--- config.mk ---
export PLATFORM = sky130hd
export DESIGN_NAME = reference_count_aging_table
export DESIGN_NICKNAME = d
export VERILOG_FILES = /design/src/rcat_pkg.sv /design/src/reference_count_aging_table.sv /design/src/rcat_ram.sv /design/src/rcat_engine.sv
export SDC_FILE = /design/constraint.sdc
export NUM_CORES = 2
export LEC_CHECK = 0
export BUFFER_PORTS_ARGS = -buffer_cell sky130_fd_sc_hd__buf_2
export CELL_PAD_IN_SITES_DETAIL_PLACEMENT = 0
export CELL_PAD_IN_SITES_GLOBAL_PLACEMENT = 1
export CORE_ASPECT_RATIO = 1.2
export CORE_MARGIN = 1.5
export CORE_UTILIZATION = 35
export CTS_CLUSTER_SIZE = 12
export DETAILED_ROUTE_END_ITERATION = 10
export PLACE_DENSITY_LB_ADDON = 0.08
export SYNTH_ARGS = -nofsm -noshare
export SYNTH_HDL_FRONTEND = slang
export SYNTH_SLANG_ARGS = --single-unit
--- constraint.sdc ---
create_clock -name clk -period 12.53 [get_ports clk]
set_input_delay 1.253 -clock clk [delete_from_list [all_inputs] [get_ports clk]]
set_output_delay 1.253 -clock clk [all_outputs]
set_load 0.01 [all_outputs]
--- src/rcat_pkg.sv ---
// Shared constants, codes and types of the reference count aging table.
package rcat_pkg;

  // Table geometry
  localparam int CAPACITY = 64;
  localparam int REF_BITS = 16;
  localparam int KEY_W    = 32;
  localparam int MARK_W   = 7;
  localparam int IDX_W    = (CAPACITY > 1) ? $clog2(CAPACITY) : 1;
  localparam int CNT_W    = $clog2(CAPACITY + 1);
  localparam int CMP_W    = (CNT_W > MARK_W) ? CNT_W : MARK_W;

  localparam logic [REF_BITS-1:0] REF_MAX = {REF_BITS{1'b1}};
  localparam logic [REF_BITS-1:0] REF_ONE = REF_BITS'(1);

  // Request types
  localparam logic REQ_REF   = 1'b0;
  localparam logic REQ_CLEAN = 1'b1;

  // Result status codes
  localparam logic [2:0] ST_HIT      = 3'd0;
  localparam logic [2:0] ST_INSERTED = 3'd1;
  localparam logic [2:0] ST_REFUSED  = 3'd2;
  localparam logic [2:0] ST_CLEANED  = 3'd3;
  localparam logic [2:0] ST_SKIPPED  = 3'd4;

  // Configuration register indexes
  localparam logic REG_HIGH_MARK = 1'b0;
  localparam logic REG_LOW_MARK  = 1'b1;

  // One table entry as stored in memory
  typedef struct packed {
    logic [KEY_W-1:0]    key;
    logic [REF_BITS-1:0] refs;
  } ent_t;

  // Command from the front end to the scan engine
  typedef struct packed {
    logic             clean;
    logic [KEY_W-1:0] key;
  } eng_cmd_t;

  // Result of one engine pass
  typedef struct packed {
    logic [2:0]          status;
    logic [REF_BITS-1:0] refs;
    logic [CNT_W-1:0]    removed;
  } eng_res_t;

endpackage

--- src/reference_count_aging_table.sv ---
// Top level of the reference count aging table: handshakes, marks and result register.
//
// A request that the water marks decide at once (a reference refused at the
// high mark, a checked clean skipped at the low mark) is loaded into the result
// register at its transfer and answered in the next cycle. Every other request
// runs one pass of the scan engine, which reads the entry memory one entry per
// cycle through its single read port and updates counts through one shared
// increment/decrement unit: a miss or a clean walks every slot, while a hit
// ends the pass at its slot. The block takes no new request while a pass is
// running, nor while a result waits in the result register, unless that result
// is transferred in the same cycle.
module reference_count_aging_table
  import rcat_pkg::*;
(
  input  logic                clk,
  input  logic                rst,
  // configuration
  input  logic                cfg_we,
  input  logic                cfg_index,
  input  logic [MARK_W-1:0]   cfg_data,
  // requests
  input  logic                in_valid,
  output logic                in_ready,
  input  logic                req_type,
  input  logic signed [KEY_W-1:0] key,
  input  logic                check_level,
  // results
  output logic                out_valid,
  input  logic                out_ready,
  output logic [2:0]          status,
  output logic [15:0]         ref_after,
  output logic [6:0]          occupancy,
  output logic [6:0]          removed,
  output logic                clean_wanted,
  output logic                room_left
);

  localparam logic [1:0] T_IDLE = 2'd0;
  localparam logic [1:0] T_BUSY = 2'd1;
  localparam logic [1:0] T_PUT  = 2'd2;

  logic [1:0]        state;
  logic [MARK_W-1:0] high_mark;
  logic [MARK_W-1:0] low_mark;

  logic              acc;
  logic              out_free;
  logic              load_res;
  logic [CMP_W-1:0]  held_x;
  logic [CMP_W-1:0]  limit;
  logic              refuse;
  logic              skip;
  logic              start;
  eng_cmd_t          cmd;
  logic              eng_done;
  eng_res_t          eng_res;
  logic [CNT_W-1:0]  held;

  rcat_engine u_engine (
    .clk   (clk),
    .rst   (rst),
    .start (start),
    .cmd   (cmd),
    .done  (eng_done),
    .res   (eng_res),
    .held  (held)
  );

  // Mark decisions on the current occupancy
  assign held_x   = CMP_W'(held);
  assign limit    = (CMP_W'(high_mark) < CMP_W'(CAPACITY)) ? CMP_W'(high_mark)
                                                           : CMP_W'(CAPACITY);
  assign refuse   = (held_x >= limit);
  assign skip     = check_level && (held_x <= CMP_W'(low_mark));

  assign out_free = !out_valid || out_ready;
  assign in_ready = (state == T_IDLE) && out_free;
  assign acc      = in_valid && in_ready;

  assign cmd.clean = (req_type == REQ_CLEAN);
  assign cmd.key   = key;
  assign start     = acc && ((req_type == REQ_REF) ? !refuse : !skip);

  // Load the result register on an immediate answer or at the end of a pass
  assign load_res = ((state == T_IDLE) && acc && !start) || ((state == T_PUT) && out_free);

  // Hold the configuration registers
  always_ff @(posedge clk) begin
    if (rst) begin
      high_mark <= MARK_W'(64);
      low_mark  <= MARK_W'(32);
    end else if (cfg_we) begin
      case (cfg_index)
        REG_HIGH_MARK: high_mark <= cfg_data;
        REG_LOW_MARK:  low_mark  <= cfg_data;
        default:       high_mark <= high_mark;
      endcase
    end
  end

  // Sequence requests and load the result register
  always_ff @(posedge clk) begin
    if (rst) begin
      state     <= T_IDLE;
      out_valid <= 1'b0;
    end else begin
      if (load_res) begin
        out_valid <= 1'b1;
      end else if (out_valid && out_ready) begin
        out_valid <= 1'b0;
      end
      case (state)
        T_IDLE: begin
          if (acc) begin
            if (start) begin
              state <= T_BUSY;
            end else begin
              status       <= (req_type == REQ_REF) ? ST_REFUSED : ST_SKIPPED;
              ref_after    <= '0;
              occupancy    <= 7'(held);
              removed      <= '0;
              clean_wanted <= (held_x > CMP_W'(low_mark));
              room_left    <= (held_x < limit);
            end
          end
        end
        T_BUSY: begin
          if (eng_done) begin
            state <= T_PUT;
          end
        end
        T_PUT: begin
          if (out_free) begin
            status       <= eng_res.status;
            ref_after    <= 16'(eng_res.refs);
            occupancy    <= 7'(held);
            removed      <= 7'(eng_res.removed);
            clean_wanted <= (held_x > CMP_W'(low_mark));
            room_left    <= (held_x < limit);
            state        <= T_IDLE;
          end
        end
        default: begin
          state <= T_IDLE;
        end
      endcase
    end
  end

  // A pass ends only while the front end waits for it
  a_done_when_busy: assert property (@(posedge clk) disable iff (rst)
    eng_done |-> (state == T_BUSY))
    else $error("engine finished outside a pass");

  // A started pass leaves the front end busy
  a_start_busy: assert property (@(posedge clk) disable iff (rst)
    start |=> (state == T_BUSY))
    else $error("pass started without going busy");

  // Result codes stay within the defined set
  a_status_range: assert property (@(posedge clk) disable iff (rst)
    out_valid |-> (status <= ST_SKIPPED))
    else $error("undefined status code");

endmodule

--- src/rcat_ram.sv ---
// Entry memory: keys and counts, one write port and one registered read port.
module rcat_ram
  import rcat_pkg::*;
(
  input  logic             clk,
  input  logic             we,
  input  logic [IDX_W-1:0] waddr,
  input  ent_t             wdata,
  input  logic [IDX_W-1:0] raddr,
  output ent_t             rdata
);

  ent_t mem [CAPACITY];

  // Write one entry
  always_ff @(posedge clk) begin
    if (we) begin
      mem[waddr] <= wdata;
    end
  end

  // Registered read
  always_ff @(posedge clk) begin
    rdata <= mem[raddr];
  end

endmodule

--- src/rcat_engine.sv ---
// Scan engine: walks the table one entry per cycle through a shared count unit.
module rcat_engine
  import rcat_pkg::*;
(
  input  logic             clk,
  input  logic             rst,
  input  logic             start,
  input  eng_cmd_t         cmd,
  output logic             done,
  output eng_res_t         res,
  output logic [CNT_W-1:0] held
);

  localparam logic E_IDLE = 1'b0;
  localparam logic E_SCAN = 1'b1;

  logic                state;
  eng_cmd_t            cmd_q;
  logic [CAPACITY-1:0] valid;
  logic [CNT_W-1:0]    rd_idx;
  logic [IDX_W-1:0]    ev_idx;
  logic                ev_pend;
  logic                free_found;
  logic [IDX_W-1:0]    free_idx;
  logic [CNT_W-1:0]    removed_cnt;

  logic                scan_end;
  logic                ev_v;
  logic                match;
  logic [REF_BITS-1:0] upd_refs;
  logic [REF_BITS-1:0] unit_sum;
  logic                we;
  logic [IDX_W-1:0]    waddr;
  ent_t                wdata;
  ent_t                rdata;

  rcat_ram u_ram (
    .clk   (clk),
    .we    (we),
    .waddr (waddr),
    .wdata (wdata),
    .raddr (rd_idx[IDX_W-1:0]),
    .rdata (rdata)
  );

  // Evaluate the entry whose read came back this cycle
  assign scan_end = (state == E_SCAN) && !ev_pend && (rd_idx == CNT_W'(CAPACITY));
  assign ev_v     = valid[ev_idx];
  assign match    = ev_v && (rdata.key == cmd_q.key);

  // Shared count unit: step up on a reference, down on a clean; hold at the top
  assign unit_sum = rdata.refs + (cmd_q.clean ? REF_MAX : REF_ONE);
  assign upd_refs = (!cmd_q.clean && rdata.refs == REF_MAX) ? REF_MAX : unit_sum;

  // Write back a changed count, or place a new key at the end of a missed lookup
  always_comb begin
    we    = 1'b0;
    waddr = ev_idx;
    wdata = '{key: rdata.key, refs: upd_refs};
    if (state == E_SCAN && ev_pend) begin
      if (cmd_q.clean) begin
        we = ev_v && (rdata.refs > REF_ONE);
      end else begin
        we = match;
      end
    end else if (scan_end && !cmd_q.clean && free_found) begin
      we    = 1'b1;
      waddr = free_idx;
      wdata = '{key: cmd_q.key, refs: REF_ONE};
    end
  end

  // Sequencer
  always_ff @(posedge clk) begin
    if (rst) begin
      state       <= E_IDLE;
      valid       <= '0;
      held        <= '0;
      done        <= 1'b0;
      ev_pend     <= 1'b0;
      rd_idx      <= '0;
      free_found  <= 1'b0;
      removed_cnt <= '0;
    end else begin
      case (state)
        E_IDLE: begin
          done <= 1'b0;
          if (start) begin
            cmd_q       <= cmd;
            rd_idx      <= '0;
            ev_pend     <= 1'b0;
            free_found  <= 1'b0;
            removed_cnt <= '0;
            state       <= E_SCAN;
          end
        end
        E_SCAN: begin
          // advance the read side
          if (rd_idx != CNT_W'(CAPACITY)) begin
            rd_idx  <= rd_idx + CNT_W'(1);
            ev_idx  <= rd_idx[IDX_W-1:0];
            ev_pend <= 1'b1;
          end else begin
            ev_pend <= 1'b0;
          end
          if (ev_pend) begin
            if (cmd_q.clean) begin
              // drop entries whose count runs out
              if (ev_v && rdata.refs <= REF_ONE) begin
                valid[ev_idx] <= 1'b0;
                removed_cnt   <= removed_cnt + CNT_W'(1);
              end
            end else if (match) begin
              res.status  <= ST_HIT;
              res.refs    <= upd_refs;
              res.removed <= '0;
              done        <= 1'b1;
              state       <= E_IDLE;
            end else if (!ev_v && !free_found) begin
              // remember the lowest free slot
              free_found <= 1'b1;
              free_idx   <= ev_idx;
            end
          end else if (scan_end) begin
            done  <= 1'b1;
            state <= E_IDLE;
            if (cmd_q.clean) begin
              held        <= held - removed_cnt;
              res.status  <= ST_CLEANED;
              res.refs    <= '0;
              res.removed <= removed_cnt;
            end else if (free_found) begin
              valid[free_idx] <= 1'b1;
              held            <= held + CNT_W'(1);
              res.status      <= ST_INSERTED;
              res.refs        <= REF_ONE;
              res.removed     <= '0;
            end else begin
              res.status  <= ST_REFUSED;
              res.refs    <= '0;
              res.removed <= '0;
            end
          end
        end
        default: begin
          done  <= 1'b0;
          state <= E_IDLE;
        end
      endcase
    end
  end

  // Held count tracks the valid bits between passes
  a_held_matches: assert property (@(posedge clk) disable iff (rst)
    (state == E_IDLE) |-> (int'(held) == $countones(valid)))
    else $error("held count differs from valid bits");

  // Held count never exceeds the table
  a_held_bound: assert property (@(posedge clk) disable iff (rst)
    held <= CNT_W'(CAPACITY))
    else $error("held count above capacity");

  // Memory is written only during a pass
  a_write_in_scan: assert property (@(posedge clk) disable iff (rst)
    we |-> (state == E_SCAN))
    else $error("entry write outside a pass");

  // Completion is a single-cycle pulse that leaves the engine idle
  a_done_pulse: assert property (@(posedge clk) disable iff (rst)
    done |-> (state == E_IDLE && !$past(done)))
    else $error("done not a clean pulse");

endmodule
; ---- After elaboration in Yosys (flattened, before gate mapping)
; Memory sizes are Yosys's and may differ from the RTL's. A register that Yosys moved wholly into a read port is not among the register bits.
; Index checks and enable logic that the tools add are counted.
[word_totals]
mem_bits_rw = 3072
output_inout_bits = 37
wordCells = 219
inputBits = 47
reg_bits = 212
mem_count = 1
[memory_table]
columns = memory, words, width, read_ports, rd_ports_with_merged_regs, write_ports, line
row1 = u_engine.u_ram.mem, 64, 48, 1, 1, 1, rcat_ram.sv:13  ; ent_t mem [CAPACITY];
[op_classes]
n_mux = 91
n_addsub = 5
bitwise = 9
n_eq_ne = 27
magnitude_cmp = 11
n_reduce_logical = 50
[ops]
columns = op, n
row1 = $mux W64, 6
row2 = $mux W26, 5
row3 = $mux W7, 14
row4 = $mux W48, 2
row5 = $mux W16, 5
row6 = $and A64 B64 Y64, 1
row7 = $not A64 Y64, 1
row8 = $or A64 B64 Y64, 1
row9 = $pmux W7 S2, 4
row10 = $eq A32 B32 Y1, 1
row11 = $mux W1, 32
row12 = $ne A2 B2 Y1 const B, 16
row13 = $pmux W16 S2, 1
row14 = $mux W25, 1
row15 = $add A7 B1 Y7 const B, 3
row16 = $logic_and A1 B1 Y1, 20
row17 = $add A16 B16 Y16, 1
row18 = $eq A16 B16 Y1 const B, 1
row19 = $gt A16 B1 Y1 const B, 1
row20 = $le A16 B1 Y1 const B, 1
row21 = $reduce_and A5 Y1, 3
row22 = $lt A6 B7 Y1 const B, 2
row23 = $demux W1 S6, 2
row24 = $ge A6 B1 Y1 const B, 2
row25 = other kinds (28), 67

; ---- Depth between registers and ports, before layout
[depth]
ltp_word = 10
ltp_mapped = 16
ltp_nobuf = 12

; ---- Cells and area by module
; A second synthesis with hierarchy kept.
[unflattened]
cells_unflattened = 6485
area_unflattened_um2 = 129491.7
[modules_own_cells]
columns = mod, cells_per_inst, instances, area_each_um2, seq_area_each_um2
row1 = rcat_ram, 5247, 1, 118190.9, 93209.4
row2 = rcat_engine, 1036, 1, 9013.6, 3883.7
row3 = reference_count_aging_table, 202, 1, 2287.2, 1391.3

; ---- Worst setup path before layout
; No wires, ideal clock.
[synth_timing]
kind = reg-to-reg
start = register u_engine.rd_idx[1]
end = memory u_engine.u_ram.mem[17][0] (netlist bit) (enable)
n_path_buf = 6
setup_ns = 0.454
synth_period_minus_slack_ns = 5.338
stages_incl_launch_ff = 17
arrival_ns = 4.884
slack_ns = 7.192
t_required_ns = 12.076
path_cell_list = dfxtp_1 -> clkbuf_1 -> clkbuf_1 -> clkbuf_1 -> clkbuf_1 -> inv_1 -> ha_1 -> nor4b_2 -> nand3b_1 -> nor3_2 -> and2_1 -> clkbuf_1 -> buf_1 -> nand2_1 -> nand2_1 -> nand2_1 -> nor2_1
[synth_via]
elab_chain_cells = 8
word_cells_on_any_way = 10
classes_between = eq/ne (1) / mux (6) / reduce/logical (3)
[synth_rtl]
columns = element, line
row1 = start: declaration, rcat_engine.sv:20  ; logic [CNT_W-1:0] rd_idx;
row2 = start signal: assignment, rcat_engine.sv:100  ; rd_idx <= rd_idx + CNT_W'(1);
row3 = $eq A7 B7 Y1 *, rcat_engine.sv:47  ; assign scan_end = (state == E_SCAN) && !ev_pend && (rd_idx == CNT_W'(CAPACITY));
row4 = $logic_and A1 B1 Y1 *, rcat_engine.sv:47
row5 = $logic_and A1 B1 Y1 * (2 in series), rcat_engine.sv:66  ; end else if (scan_end && !cmd_q.clean && free_found) begin
row6 = $mux W1, rcat_engine.sv:66
row7 = $mux W1, rcat_engine.sv:60  ; if (state == E_SCAN && ev_pend) begin
row8 = $mux W1, rcat_ram.sv:17  ; if (we) begin
row9 = $mux W1 (implied by the code), rcat_ram.sv:18  ; mem[waddr] <= wdata;
row10 = end: declaration, rcat_ram.sv:13
; Every way passes the cells marked *; elsewhere a longest branch is shown, timed or not.

; ---- Worst setup path in the final report
[layout_timing]
start = register u_engine.ev_idx[0]
end = memory u_engine.u_ram.mem[9][15] (netlist bit) (enable)
[layout_via]
elab_chain_cells = 7
word_cells_on_any_way = 10
classes_between = mux (8) / reduce/logical (2)
[layout_rtl]
columns = element, line
row1 = start: declaration, rcat_engine.sv:21  ; logic [IDX_W-1:0] ev_idx;
row2 = start signal: assignment, rcat_engine.sv:101  ; ev_idx <= rd_idx[IDX_W-1:0];
row3 = $bmux W1 S6, rcat_engine.sv:48  ; assign ev_v = valid[ev_idx];
row4 = $mux W1 (implied by the code), rcat_engine.sv:48
row5 = "$logic_and A1 B1 Y1, on equally long branches", "rcat_engine.sv:49, rcat_engine.sv:62"
row6 = $mux W1, rcat_engine.sv:61  ; if (cmd_q.clean) begin
row7 = $mux W1, rcat_engine.sv:60
row8 = $mux W1, rcat_ram.sv:17
row9 = $mux W1 (implied by the code), rcat_ram.sv:18
; Several ways; a longest one is shown, not always the timed one. The select of a mux whose other input is x is not followed.

==> impl_metrics.ini <==
[hold_path]
hold_depth = 2
min_from = low_mark[4]$_SDFFE_PP0P_
hold_path.class = flip-flop to flip-flop
min_to = low_mark[4]$_SDFFE_PP0P_

[cts]
cts_root_buffer = clkbuf_16
clock_sink_count = 3331
clk_pin_slew_ns = 0.06
cts_tree = built
cts_resized = 0
insertion_delay_ns = 0.95
hold_buffers = 0
htreeDepth = 5
post_cts_buffers = 0
cts_buffers = 357
clockBufferDepth = 4

[drt]
num_vias = 60500
dr.pass1.iters = 5
drt_wl_total_um = 392000
detail-route-antenna-nets = 0
wl_per_cell_um = 35.6
drt_iter0_markers = 6367
drt-vias-per-instance = 5.49
drc = 0

[cells_and_area]
drive_above_1_share_pct = 30.1
nFillCells = 32100
stdcell_area_mm2 = 0.147
syn2layout_area_growth_pct = 14.3
layout.nets = 6025
fin_util_pct = 40.2

[critical_path]
rrSetupSlack_ns = 5.91
cp-start-kind = flip-flop
required_ns = 13.08
crit_type = flip-flop to flip-flop
critPathArrivalTime_ns = 7.17
worstRegToRegCells = 9
rr_endpoint = u_engine.u_ram.mem[9][15]$_DFFE_PP_
cp_max_fo = 30
reg2reg_from = u_engine.ev_idx[0]$_DFFE_PP_
endpoint_kind = flip-flop

[grt]
grt_usage_pct = 21.1
grt_pass1_vias = 62500
overflow = 0
antenna_found_initial = 70
grt_max_degree = 132
grt_pass1_wl_um = 537000

[sta]
finalCritPeriodShare_pct = 52.8
holdWs_ns = 0.464
setup_ws_ns = 5.91
worst_slew_pin_slew_ns = 1.31
hold_viol = 0
fin_crit_ns = 6.62
setup_tns_ns = 0
finClkSkew_ns = 0.0394
grt_setup_unrepaired = no
setup-violations-final = 0
slew_headroom_pct = 12.2
slew_viol_final = 0
max_freq_ghz = 0.151

[logic_synthesis]
yosys-top-cells-area = edfxtp_1 74%, mux4_2 18%, dfxtp_1 2.4%
yosysTopAreaCellShare_pct = 74.4
yosys_register_bits = 3331
ys_warn_count = 0
yosysMostFrequentCell = edfxtp_1
avgSynthCellArea_um2 = 22.9
synthCells = 5612
synthArstFlopShare_pct = 0
syn_area_mm2 = 0.128
ys_seq_area_share_pct = 76.8
syn-num-nets = 5699
yosys-top-cells-count = 3177 x edfxtp_1, 1012 x mux4_2, 218 x nand2_1, 188 x clkbuf_1, 154 x dfxtp_1
synth_edf_count = 3177
yosysUniqueCellTypes = 68
yosysTopAreaCell = edfxtp_1
synthFlopType = edfxtp_1

[die]
num_io_pins = 84
core_mm2 = 0.365
start_util_pct = 35.2
rows = 243
die_x_um = 556
die_y_um = 666
dieArea_mm2 = 0.370

[job]
maxCapViolations = 0

[status]
status = completed

[placed_design]
place_congestion = 0.779
pre_cts_slack_ns = 5.87
port_buffers = 83
hpwl_um = 231000
placed_cell_area_mm2 = 0.136

[power]
p_leak_nw = 43.8
vdd_drop_max_mv = 0.0948
pwr_density_cell_mw_per_mm2 = 166
sequential cells by signal, summed over array words and instances (netlist names), 6 cells and up:
name	count
ref_after	16
low_mark	7
occupancy	7
u_engine.ev_idx	6
removed	7
u_engine.free_idx	6
u_engine.removed_cnt	7
high_mark	7
u_engine.u_ram.mem	3072
u_engine.res	25
u_engine.held	7
u_engine.rd_idx	7
u_engine.cmd_q	33
u_engine.u_ram.rdata	48
u_engine.valid	64
cell usage in the layout (no fill, tap or decap), drive strengths merged, types with 12 or more instances in the layout:
master  count
ha         38
diode      22
nor4       22
mux4     1012
nand3      20
and2       38
dfxtp     154
nor2b      16
clkbuf    468
clkinv    139
nand2     218
o21ai      12
nand4      12
nor2      138
a21oi     109
mux2i      21
bufinv     14
xnor2      13
buf       270
inv        47
nor3       32
edfxtp   3177
a211oi     28
a311oi     43
xor2       45
cell families after synthesis:
logic type	count (synthesis)	share of synthesized area (%)
simple gates	545	2.01
fa+ha+maj	40	0.402
xor+xnor	58	0.396
buf+inv	337	1.07
compound gates	265	1.39
mux	1036	18.0
flops	3331	76.8
layout make-up:
| class | instances | area, um^2 | share of cell area, % |
|---|---|---|---|
| well taps | 4777 | 5980 | 4.08 |
| inverters | 34 | 128 | 0.0871 |
| multi-input cells | 1944 | 29200 | 19.9 |
| clock inverters | 166 | 1290 | 0.882 |
| clock buffers | 468 | 9510 | 6.49 |
| diodes | 22 | 55.1 | 0.0376 |
| repair buffers | 270 | 1890 | 1.29 |
| flip-flops and latches | 3331 | 98500 | 67.2 |
critical path, cell delays in order (launching register included):
cell and delay (ns):
edfxtp_1 1.01, inv_1 0.35, mux2i_1 0.22, a211oi_1 0.46, nor4_4 0.11, buf_4 0.22, o31ai_2 0.97, nand2_1 0.91
nor2_4 1.03, buf_4 0.81
per-layer routing:
layer  track usage [%]  up-vias  wire length [um]
met2              35.8     1777            197000
met4              4.11        6              7080
met3              3.22      393             20100
li1                  -    24600                 -
met1              28.9    33700            168000
met5                 0        -                28
worst max path at each step:
stage | from | to | cells after the start
2_1_floorplan | u_engine.rd_idx[1]$_SDFFE_PP0P_ | u_engine.u_ram.mem[17][0]$_DFFE_PP_ | 16
3_3_place_gp | u_engine.u_ram.rdata[33]$_DFF_P_ | u_engine.u_ram.mem[9][21]$_DFFE_PP_ | 9
3_5_place_dp | u_engine.ev_idx[1]$_DFFE_PP_ | u_engine.u_ram.mem[10][21]$_DFFE_PP_ | 11
4_1_cts | u_engine.ev_idx[1]$_DFFE_PP_ | u_engine.u_ram.mem[10][9]$_DFFE_PP_ | 11
5_1_grt | u_engine.ev_idx[1]$_DFFE_PP_ | u_engine.u_ram.mem[8][8]$_DFFE_PP_ | 11
6_report | u_engine.ev_idx[0]$_DFFE_PP_ | u_engine.u_ram.mem[9][15]$_DFFE_PP_ | 9
metrics by stage:
stage                     power [mW]  instances
after detailed placement        14.6      10400
final                           24.3      11000
after global placement          14.5      10400
after global routing            25.0      11000
after CTS                       24.6      11000
after floorplan                 13.7       5612
power breakdown:
part           internal [mW]  switching, mW  total, mW
Combinational          0.558           1.16       1.72
Clock                   5.63           4.38       10.0
Sequential              12.5         0.0433       12.5
Power figures use the tool's default switching activity.
